## src/sv/vtbm_pkg.sv

```systemverilog
// Package for the volume table block mapper.
// Holds the operation and status codes, the table entry layout and the control structs.
// Depends on nothing; every other file of the block imports it.
`default_nettype none

package vtbm_pkg;

    localparam int SUM_W = 17;
    localparam int CYL_W = 13;
    localparam int COUNT_OUT_W = 4;
    localparam logic [CYL_W-1:0] CYL_LIMIT = 13'd8191;

    typedef enum logic [1:0] {
        FUNC_TRANSLATE = 2'd0,
        FUNC_CREATE    = 2'd1,
        FUNC_DELETE    = 2'd2
    } func_t;

    typedef enum logic [1:0] {
        STATUS_OK        = 2'd0,
        STATUS_FULL      = 2'd1,
        STATUS_NO_VOLUME = 2'd2
    } status_t;

    typedef struct packed {
        logic [1:0]  volume_kind;
        logic [15:0] sector_count;
        logic [3:0]  start_sector;
        logic [9:0]  start_cylinder;
    } entry_t;

    typedef struct packed {
        logic load_new;
        logic shift_in;
        logic clear;
    } cell_ctrl_t;

    typedef struct packed {
        logic                   translate;
        logic [9:0]             start_cylinder;
        status_t                status;
        logic [COUNT_OUT_W-1:0] volume_count;
    } xlat_side_t;

endpackage

`default_nettype wire

```

## src/sv/vtbm_cell.sv

```systemverilog
// One cell of the volume table: holds a single entry.
// Loads a new entry, takes its upper neighbor's entry on a delete, or clears; uses vtbm_pkg.
`default_nettype none

module vtbm_cell
    import vtbm_pkg::*;
(
    input  wire logic       clk,
    input  wire logic       rst_n,
    input  wire cell_ctrl_t ctrl,
    input  wire entry_t     new_entry,
    input  wire entry_t     upper_entry,
    output entry_t          entry
);

    entry_t entry_reg;
    entry_t entry_next;

    always_comb
    begin
        entry_next = entry_reg;
        if (ctrl.load_new)
        begin
            entry_next = new_entry;
        end
        else if (ctrl.shift_in)
        begin
            entry_next = upper_entry;
        end
        else if (ctrl.clear)
        begin
            entry_next = '0;
        end
    end

    always_ff @(posedge clk or negedge rst_n)
    begin
        if (!rst_n)
        begin
            entry_reg <= '0;
        end
        else
        begin
            entry_reg <= entry_next;
        end
    end

    assign entry = entry_reg;

endmodule

`default_nettype wire

```

## src/sv/vtbm_divmod.sv

```systemverilog
// Translation pipeline: splits a sector sum into cylinder and sector by a constant divisor.
// Reciprocal multiply, back multiply, then one correction step; uses vtbm_pkg.
`default_nettype none

module vtbm_divmod
    import vtbm_pkg::*;
#(
    parameter int DIVISOR = 16
)
(
    input  wire logic                   clk,
    input  wire logic                   rst_n,
    input  wire logic                   en,
    input  wire logic                   in_valid,
    input  wire logic [SUM_W-1:0]       sum,
    input  wire xlat_side_t             side_in,
    output logic                        out_valid,
    output logic [CYL_W-1:0]            phys_cylinder,
    output logic [3:0]                  phys_sector,
    output status_t                     status,
    output logic [COUNT_OUT_W-1:0]      volume_count
);

    localparam int RECIP = (1 << SUM_W) / DIVISOR;
    localparam int RECIP_W = $clog2(RECIP + 1);
    localparam int PROD_W = SUM_W + RECIP_W;
    localparam int CSUM_W = SUM_W + 1;
    localparam logic [RECIP_W-1:0] RECIP_V = RECIP_W'(RECIP);
    localparam logic [SUM_W-1:0] DIVISOR_V = SUM_W'(DIVISOR);

    logic                   v1_reg, v2_reg, v3_reg, out_valid_reg;
    logic [SUM_W-1:0]       s1_reg, s2_reg, s3_reg;
    logic [SUM_W-1:0]       q2_reg, q3_reg;
    logic [SUM_W-1:0]       back3_reg;
    xlat_side_t             side1_reg, side2_reg, side3_reg;
    logic [CYL_W-1:0]       cyl_reg;
    logic [3:0]             sec_reg;
    status_t                status_reg;
    logic [COUNT_OUT_W-1:0] count_reg;

    logic [PROD_W-1:0]      recip_prod;
    logic [SUM_W-1:0]       rem_raw;
    logic                   rem_ge;
    logic [SUM_W-1:0]       rem_fix;
    logic [CSUM_W-1:0]      cyl_sum;
    logic [CYL_W-1:0]       cyl_next;
    logic [3:0]             sec_next;

    always_comb
    begin
        recip_prod = PROD_W'(s1_reg) * PROD_W'(RECIP_V);
        rem_raw = s3_reg - back3_reg;
        rem_ge = (rem_raw >= DIVISOR_V);
        rem_fix = rem_ge ? (rem_raw - DIVISOR_V) : rem_raw;
        cyl_sum = CSUM_W'(side3_reg.start_cylinder) + CSUM_W'(q3_reg) + CSUM_W'(rem_ge);
        cyl_next = (cyl_sum > CSUM_W'(CYL_LIMIT)) ? CYL_LIMIT : CYL_W'(cyl_sum);
        sec_next = 4'(rem_fix);
        if (!side3_reg.translate)
        begin
            cyl_next = '0;
            sec_next = '0;
        end
    end

    always_ff @(posedge clk or negedge rst_n)
    begin
        if (!rst_n)
        begin
            v1_reg <= 1'b0;
            v2_reg <= 1'b0;
            v3_reg <= 1'b0;
            out_valid_reg <= 1'b0;
        end
        else if (en)
        begin
            v1_reg <= in_valid;
            v2_reg <= v1_reg;
            v3_reg <= v2_reg;
            out_valid_reg <= v3_reg;
        end
    end

    always_ff @(posedge clk)
    begin
        if (en)
        begin
            s1_reg <= sum;
            side1_reg <= side_in;
            s2_reg <= s1_reg;
            q2_reg <= SUM_W'(recip_prod >> SUM_W);
            side2_reg <= side1_reg;
            s3_reg <= s2_reg;
            q3_reg <= q2_reg;
            back3_reg <= SUM_W'(q2_reg * DIVISOR_V);
            side3_reg <= side2_reg;
            cyl_reg <= cyl_next;
            sec_reg <= sec_next;
            status_reg <= side3_reg.status;
            count_reg <= side3_reg.volume_count;
        end
    end

    assign out_valid = out_valid_reg;
    assign phys_cylinder = cyl_reg;
    assign phys_sector = sec_reg;
    assign status = status_reg;
    assign volume_count = count_reg;

endmodule

`default_nettype wire

```

## src/sv/volume_table_block_mapper.sv

```systemverilog
// Top level of the volume table block mapper: table of volume cells and translation pipeline.
// Instantiates vtbm_cell and vtbm_divmod; uses vtbm_pkg.
// Depends on vtbm_pkg, vtbm_cell and vtbm_divmod.
`default_nettype none

// The block takes one transaction per cycle while m_axis_tready does not stall it, and returns
// one result per transaction, in order, through the translation pipeline: sector sum,
// reciprocal multiply, back multiply, then correction and cylinder add.
// The table lives in a row of MAX_VOLUMES cells; create and delete update it in the cycle
// of acceptance, a delete moving every later live entry down one cell at once. The table
// is zero right after reset, with no clearing pass.
module volume_table_block_mapper
    import vtbm_pkg::*;
#(
    parameter int MAX_VOLUMES = 8,
    parameter int SECTORS_PER_CYL = 16
)
(
    input  wire logic        clk,
    input  wire logic        rst_n,
    input  wire logic        s_axis_tvalid,
    output logic             s_axis_tready,
    // tdata: volume_slot[2:0], block_number[18:3], start_cylinder[28:19],
    // start_sector[32:29], sector_count[48:33], volume_kind[50:49], zero fill.
    input  wire logic [55:0] s_axis_tdata,
    // tuser: func[1:0].
    input  wire logic [1:0]  s_axis_tuser,
    output logic             m_axis_tvalid,
    input  wire logic        m_axis_tready,
    // tdata: phys_cylinder[12:0], phys_sector[16:13], status[18:17],
    // volume_count[22:19], zero fill.
    output logic [23:0]      m_axis_tdata
);

    localparam int CNT_W = $clog2(MAX_VOLUMES + 1);

    logic [1:0]             func;
    logic [2:0]             volume_slot;
    logic [15:0]            block_number;
    entry_t                 new_entry;

    logic                   advance;
    logic                   accept;
    logic [CNT_W-1:0]       count_reg;
    logic [CNT_W-1:0]       count_next;
    logic                   table_full;
    logic                   slot_live;
    logic                   do_create;
    logic                   do_delete;
    status_t                status_in;
    entry_t                 sel_entry;
    logic [SUM_W-1:0]       sum;
    xlat_side_t             side_in;

    entry_t                 entries [MAX_VOLUMES];
    entry_t                 uppers [MAX_VOLUMES];
    cell_ctrl_t             ctrls [MAX_VOLUMES];

    logic                   out_valid;
    logic [CYL_W-1:0]       phys_cylinder;
    logic [3:0]             phys_sector;
    status_t                status;
    logic [COUNT_OUT_W-1:0] volume_count;

    assign func = s_axis_tuser;
    assign volume_slot = s_axis_tdata[2:0];
    assign block_number = s_axis_tdata[18:3];
    assign new_entry.start_cylinder = s_axis_tdata[28:19];
    assign new_entry.start_sector = s_axis_tdata[32:29];
    assign new_entry.sector_count = s_axis_tdata[48:33];
    assign new_entry.volume_kind = s_axis_tdata[50:49];

    assign advance = !out_valid || m_axis_tready;
    assign s_axis_tready = advance;
    assign accept = s_axis_tvalid && advance;

    always_comb
    begin
        table_full = (count_reg == CNT_W'(MAX_VOLUMES));
        slot_live = (8'(volume_slot) < 8'(count_reg));
        do_create = accept && (func == FUNC_CREATE) && !table_full;
        do_delete = accept && (func == FUNC_DELETE) && slot_live;
        count_next = count_reg;
        status_in = STATUS_OK;
        case (func)
            FUNC_CREATE:
            begin
                if (table_full)
                begin
                    status_in = STATUS_FULL;
                end
                else
                begin
                    count_next = count_reg + CNT_W'(1);
                end
            end
            FUNC_DELETE:
            begin
                if (!slot_live)
                begin
                    status_in = STATUS_NO_VOLUME;
                end
                else
                begin
                    count_next = count_reg - CNT_W'(1);
                end
            end
            default:
            begin
                count_next = count_reg;
            end
        endcase
    end

    always_comb
    begin
        sel_entry = '0;
        for (int i = 0; i < MAX_VOLUMES; i++)
        begin
            if (8'(volume_slot) == 8'(i))
            begin
                sel_entry = entries[i];
            end
        end
        sum = SUM_W'(sel_entry.start_sector) + SUM_W'(block_number);
        side_in.translate = (func == FUNC_TRANSLATE);
        side_in.start_cylinder = sel_entry.start_cylinder;
        side_in.status = status_in;
        side_in.volume_count = COUNT_OUT_W'(count_next);
    end

    always_ff @(posedge clk or negedge rst_n)
    begin
        if (!rst_n)
        begin
            count_reg <= '0;
        end
        else if (accept)
        begin
            count_reg <= count_next;
        end
    end

    for (genvar i = 0; i < MAX_VOLUMES; i++)
    begin : g_cell
        if (i + 1 < MAX_VOLUMES)
        begin : g_upper
            assign uppers[i] = entries[i+1];
        end
        else
        begin : g_top
            assign uppers[i] = '0;
        end

        assign ctrls[i].load_new = do_create && (count_reg == CNT_W'(i));
        assign ctrls[i].shift_in = do_delete && (8'(i) >= 8'(volume_slot))
                                   && (CNT_W'(i + 1) < count_reg);
        assign ctrls[i].clear = do_delete && (count_reg == CNT_W'(i + 1));

        vtbm_cell u_cell (
            .clk         (clk),
            .rst_n       (rst_n),
            .ctrl        (ctrls[i]),
            .new_entry   (new_entry),
            .upper_entry (uppers[i]),
            .entry       (entries[i])
        );
    end

    vtbm_divmod #(
        .DIVISOR (SECTORS_PER_CYL)
    ) u_divmod (
        .clk           (clk),
        .rst_n         (rst_n),
        .en            (advance),
        .in_valid      (accept),
        .sum           (sum),
        .side_in       (side_in),
        .out_valid     (out_valid),
        .phys_cylinder (phys_cylinder),
        .phys_sector   (phys_sector),
        .status        (status),
        .volume_count  (volume_count)
    );

    assign m_axis_tvalid = out_valid;
    assign m_axis_tdata = {1'b0, volume_count, status, phys_sector, phys_cylinder};

    for (genvar i = 0; i < MAX_VOLUMES; i++)
    begin : g_vacant_check
        vacant_cell_zero: assert property (@(posedge clk) disable iff (!rst_n)
            (CNT_W'(i) >= count_reg) |-> (entries[i] == '0))
            else $error("Cell above the live count holds a nonzero entry.");
    end

    count_in_range: assert property (@(posedge clk) disable iff (!rst_n)
        count_reg <= CNT_W'(MAX_VOLUMES))
        else $error("Volume count exceeds the table size.");

    create_increments: assert property (@(posedge clk) disable iff (!rst_n)
        (accept && (func == FUNC_CREATE) && !table_full)
        |=> (count_reg == $past(count_reg) + CNT_W'(1)))
        else $error("Create did not add one volume.");

    translate_keeps_count: assert property (@(posedge clk) disable iff (!rst_n)
        (accept && (func == FUNC_TRANSLATE)) |=> $stable(count_reg))
        else $error("Translate changed the volume count.");

    delete_decrements: assert property (@(posedge clk) disable iff (!rst_n)
        (accept && (func == FUNC_DELETE) && slot_live)
        |=> (count_reg == $past(count_reg) - CNT_W'(1)))
        else $error("Delete did not remove one volume.");

endmodule

`default_nettype wire
```

## config.mk

```make
export PLATFORM = sky130hd
export DESIGN_NAME = volume_table_block_mapper
export DESIGN_NICKNAME = d
export VERILOG_FILES = /design/src/sv/vtbm_pkg.sv /design/src/sv/vtbm_cell.sv /design/src/sv/vtbm_divmod.sv /design/src/sv/volume_table_block_mapper.sv
export SDC_FILE = /design/constraint.sdc
export NUM_CORES = 1
export LEC_CHECK = 0
export BUFFER_PORTS_ARGS = -buffer_cell sky130_fd_sc_hd__buf_2
export CORE_MARGIN = 2
export CORE_UTILIZATION = 35
export DETAILED_ROUTE_END_ITERATION = 12
export PLACE_DENSITY_LB_ADDON = 0.1
export SYNTH_ARGS = -nofsm -noshare
export SYNTH_HDL_FRONTEND = slang
export SYNTH_SLANG_ARGS = --single-unit
```

## constraint.sdc

```tcl
create_clock -name clk -period 4.1 [get_ports clk]
set_input_delay 0.41 -clock clk [delete_from_list [all_inputs] [get_ports clk]]
set_output_delay 0.41 -clock clk [all_outputs]
set_load 0.01 [all_outputs]
```

==> results of run 1 <==
==> logic make-up after synthesis <==
| logic type | synth area share |
|---|---|
| AOI/OAI and AO/OA | 0.169 |
| xor gates and xnor gates | 0.0159 |
| adders and majority gates | 0.0284 |
| buffers and inverters | 0.0474 |
| DFF | 0.584 |
| muxes | 0.0544 |
| other | 0.000324 |
| and+or+nand+nor | 0.100 |
==> final timing paths <==
kind                                              end  cells past startpoint
min in group clk                   u_divmod.s1_reg[8]                      2
setup reg to reg            g_cell[3].u_cell.entry[8]                      8
hold reg to reg                    u_divmod.s3_reg[2]                      0
max in group asynchronous   g_cell[0].u_cell.entry[6]                      2
setup / recovery            g_cell[3].u_cell.entry[8]                      8
hold / removal             g_cell[0].u_cell.entry[11]                      1
==> synth_stat cells, types with 16 or more instances <==
| library cell | count | area, um^2 |
|---|---|---|
| a21o_1 | 26 | 195 |
| a21oi_1 | 20 | 100 |
| a221o_1 | 28 | 280 |
| and2_1 | 34 | 213 |
| clkbuf_1 | 23 | 86.3 |
| dfrtp_1 | 120 | 3000 |
| edfxtp_1 | 125 | 3750 |
| ha_1 | 23 | 288 |
| inv_1 | 85 | 319 |
| mux2i_1 | 28 | 280 |
| nand2_1 | 125 | 469 |
| o211ai_1 | 16 | 120 |
| o21ai_0 | 48 | 240 |
| o221ai_1 | 43 | 377 |
==> routing by layer <==
metal,GRT usage,vias to the layer above
met5,0,-
met4,0.0576,0
met3,0.0205,53
met2,0.293,197
met1,0.237,3845
li1,-,3688
==> critical path, stage by stage (launching register included) <==
cell	delay (ns)
dfrtp_1	0.59
inv_1	0.19
ha_1	0.35
nand3b_4	0.15
nand4_4	0.27
nor4b_4	0.32
buf_4	0.30
a21o_1	0.56
o221ai_1	0.20
==> area by class of cell <==
| type | instances | area [um^2] |
|---|---|---|
| Clock buffer | 35 | 748 |
| Timing Repair Buffer | 93 | 556 |
| Clock inverter | 17 | 168 |
| Multi-Input combinational cell | 574 | 4280 |
| Sequential cell | 245 | 6760 |
| Tap cell | 442 | 553 |
| Inverter | 85 | 319 |
| Fill cell | 3141 | 19200 |
==> report_power, final <==
group	internal, mW	switching, mW
Clock	1.48	0.996
Combinational	0.950	1.25
Sequential	3.62	0.414
==> run metrics, run 1 <==
Worst-path clk slew=0.06 ns; wire per inst=19.8 um; post-CTS setup buffer count=0; DRT Pass-1 Iters=5; antenna violations before repair=0; top layer in use=met4; Die Width=between 150 and 200 um; global route total overflow=0; latest clock arrival within the worst-skew pair=roughly 0.53 ns; pre-CTS WS=between 0.5 and 0.6 ns; Post-Place Cells=between 1k and 1.5k; Crit path arrival time=3.47 ns; final setup margin=slightly below 1 ns; detailed-route via count=between 7k and 8k; Net Count, Synth=roughly 1.0k; Hold Buf Count CTS=0; YS warnings=0; WL final=just under 30000 um; metal3 WL=approximately 1300 um; Fmax=between 300 and 400 MHz; Max Transition Viols Final=0; Layout Nets=roughly 1.1k; Primary FF master, synth=edfxtp_1; Final setup violation count=0; Sink Count=between 200 and 250; status=complete, no violations; Max-slew headroom=0.311; Core Box Area=between 0.03 and 0.04 mm^2; drt drc=0; worst vdd ir=~280 uV; total CTS buffers=28; GRT Resource Usage Total=0.175; Initial Util=0.355; CTS tree=built; Antenna Nets Post-Route=0; startpoint types=register; placement row count=between 60 and 70; Max-cap violations=0; Hold Crit Class=in2async; first-pass GRT wire length=46100 um; area grow syn2layout=15.7%; min cycle time layout=between 3 and 4 ns; chip height=around 190 um; worst hold slack=0.0401 ns; final hold viol count=0; most frequent cells in the layout=125 x nand2_1, 125 x edfxtp_1, 120 x dfrtp_1; Max Root-Sink Buffers=3; Clock Root Buffer=clkbuf_16; Pwr per Cell Area=~650 mW/mm^2; ANT cells=0; hpwl dp=between 15000 and 20000 um; number of synthesized flops with an enable pin=between 100 and 150; PostCTS Resize Cnt=0; worst slew pin tran=just over 1 ns; die area=0.0345 mm^2; Reg-to-Reg Start=count_reg[0]; Yosys cell types=66; P_leak=5.58 nW; final setup skew=between 0.01 and 0.015 ns; async set or reset register ratio after synthesis=0.490; Iter 0 DRT Violations=approximately 480; Reg2Reg Setup Slack=~1 ns; post-synthesis sequential area ratio=0.584; setup TNS=0 ns; metal2 WL=about 14000 um; placed inst area=between 0.01 and 0.015 mm^2; IO Pins=88; Setup crit end kind=register; port buffer count=63; syn_area_per_cell=12.1 um^2; required time worst endpoint=4.46 ns; Seq cells post-synth=~250; final instance count without filler cells=1491; RSZ-0062 raised after global routing=no; max reg flops=112; vias in the first global route=7694; Pwr Total=8.71 mW; final core occ=0.411; crit path from=count_reg[0]; Vias per Instance=about 5.2; Max FO, Critical Path=15; Mapped Area=~0.012 mm^2; layout cell share with drive strength beyond 1=0.167; Post-Syn Instances=~950; Design Area, Final=roughly 0.013 mm^2; gpl congestion=0.811; fin crit share=0.758; routed metal-1 wire length=13200 um; largest net degree at the start of global routing=75; critical path type=reg2reg; H-tree depth=1
No activity file was read; power rests on OpenSTA's default activity.
==> inputs of run 2 (changes only) <==
Clock period 4.1 ns to 3 ns, I/O delays scaled along.
==> run 2 against run 1 <==
Total power up 42%. Critical path depth is 2 higher. Hold slack improved by 0.027 ns. Global-route usage is 0.14 points higher. Final cell count increased by 1.5%. First-iteration DRC count is 8.3% lower. Clock power up 53%. Largest cell class unchanged. Die area is the same. Sequential cell count unchanged. Critical path type unchanged. Final area rose by 2.2%. Clock skew up 0.014 ns.
==> run metrics, run 2 (synthesis gave the netlist of run 1 again) <==
GR Layer Usage met1=0.236 (was 0.237); r2r worst-path depth=10 (was 8); final setup margin=0.187 ns (was 0.992 ns); Max-cap violations=0 (unchanged); Clock Root Buffer=clkbuf_16 (unchanged); Core Box Area=0.0325 mm^2 (unchanged); final setup skew=0.0240 ns (was 0.0102 ns); Sink Count=245 (unchanged); Max FO, Critical Path=4 (was 15); placement row count=66 (unchanged); Pwr Total=12.4 mW (was 8.71 mW); Vias per Instance=5.20 (was 5.22); worst slew pin tran=1.05 ns (was 1.03 ns); max reg flops=112 (unchanged); ANT cells=0 (unchanged); Pwr per Cell Area=906 mW/mm^2 (was 651 mW/mm^2); drt drc=0 (unchanged); Comb power frac=0.255 (was 0.252); Die Width=186 um (unchanged); Hold Crit Class=in2reg (was in2async); critical path type=reg2reg (unchanged); Crit path arrival time=3.10 ns (was 3.47 ns); hpwl dp=19300 um (was 19200 um); latest clock arrival within the worst-skew pair=0.55 ns (was 0.53 ns); fin crit share=0.938 (was 0.758); largest net degree at the start of global routing=78 (was 75); setup TNS=0 ns (unchanged); area grow syn2layout=18.3% (was 15.7%); Initial Util=0.355 (unchanged); PostCTS Resize Cnt=0 (unchanged); met3 GRT Util=0.0203 (was 0.0205); P_leak=5.74 nW (was 5.58 nW); IO Pins=88 (unchanged); wire per inst=19.7 um (was 19.8 um); Final setup violation count=0 (unchanged); total CTS buffers=29 (was 28); detailed-route via count=7863 (was 7783); port buffer count=63 (unchanged); Clock power frac=0.306 (was 0.285); die area=0.0345 mm^2 (unchanged); Max Transition Viols Final=0 (unchanged); Layout Nets=1136 (was 1114); gpl congestion=0.794 (was 0.811); status=complete, no violations (unchanged); sw power=3.67 mW (was 2.66 mW); filler instances=3139 (was 3141); GRT Resource Usage Total=0.177 (was 0.175); worst vdd ir=464 uV (was 281 uV); most frequent cells in the layout=125 x nand2_1, 125 x edfxtp_1, 120 x dfrtp_1 (unchanged); Multi-input gate area=0.00427 mm^2 (was 0.00428 mm^2); pre-CTS WS=0.114 ns (was 0.549 ns); Min-Delay Path Depth=3; layout cell share with drive strength beyond 1=0.182 (was 0.167); Storage cell area=0.00676 mm^2 (unchanged); chip height=186 um (unchanged); RSZ-0062 raised after global routing=no (unchanged); Fmax=356 MHz (was 322 MHz); Antenna Nets Post-Route=0 (unchanged); CTS tree=built (unchanged); startpoint types=register (unchanged); first-pass GRT wire length=46400 um (was 46100 um); H-tree depth=1 (unchanged); antenna violations before repair=0 (unchanged); DRT Pass-1 Iters=4 (was 5); Max Root-Sink Buffers=3 (unchanged); final core occ=0.420 (was 0.411); Top Usage Layer GRT=met2 (unchanged); Worst-path clk slew=0.06 ns (about the same); Iter 0 DRT Violations=442 (was 482); Sw Ratio=0.296 (was 0.305); Flop pwr share=0.440 (was 0.463); global route total overflow=0 (unchanged); Setup crit end kind=register (unchanged); min cycle time layout=2.81 ns (was 3.11 ns); total internal power=8.72 mW (was 6.05 mW); required time worst endpoint=3.28 ns (was 4.46 ns); Max-slew headroom=0.294 (was 0.311); WL final=29700 um (was 29600 um); vias in the first global route=7851 (was 7694); final hold viol count=0 (unchanged); GRT met2 Usage=0.305 (was 0.293)
run 2: stage by stage:
step	hold WS, ns	area, um^2	std cells
finish	0.0673	13700	1513
global route	0.0594	13700	1513
CTS	0.0415	13700	1513
detailed placement	0.362	12600	1459
global placement	0.366	12600	1459
floorplan	0.00441	11600	953
run 2: critical path, stage by stage, from the launching register on:
cell	delay [ns]
dfrtp_1	0.40
mux4_2	0.49
o221a_2	0.31
ha_1	0.22
fa_1	0.40
a21o_1	0.19
a21oi_1	0.13
buf_4	0.15
nor2_1	0.07
nand3_1	0.11
xnor2_1	0.06
run 2: final timing paths:
path	from	end	slack, ns
max	g_cell[3].u_cell.entry[10]	u_divmod.s1_reg[12]	0.19
min	s_axis_tdata[26]	g_cell[7].u_cell.entry[7]	0.07
max reg2reg	g_cell[3].u_cell.entry[10]	u_divmod.s1_reg[12]	0.19
min reg2reg	u_divmod.s2_reg[9]	u_divmod.s3_reg[9]	0.41
max in group asynchronous	rst_n	g_cell[7].u_cell.entry[1]	2.02
min in group asynchronous	rst_n	g_cell[1].u_cell.entry[12]	0.30
run 2: power by group through the flow:
stage | Sequential, mW | Combinational (mW) | Clock, mW
2_1_floorplan | 5.45 | 2.16 | 0
4_1_cts | 5.47 | 3.19 | 3.89
3_5_place_dp | 5.53 | 3.17 | 0
3_3_place_gp | 5.51 | 3.16 | 0
5_1_grt | 5.60 | 3.55 | 4.03
6_report | 5.45 | 3.16 | 3.79
run 2: routing by layer:
layer / up-vias / routed length, um
met1: 3889 / 13300
met3: 47 / 1220
li1: 3742 / -
met2: 185 / 14500
met5: - / 0
met4: 0 / 686
run 2: layout make-up:
cell class,count,area share
tap,442,0.0404
clock inverter,17,0.0196
multi-input combinational,574,0.312
timing repair buffer,114,0.0551
inverter,85,0.0233
sequential,245,0.494
clock buffer,36,0.0557
run 2: repair_timing:
action,CTS,global route
hold endpoints to repair,40,0
hold buffers,1,0
buffers inserted,0,0
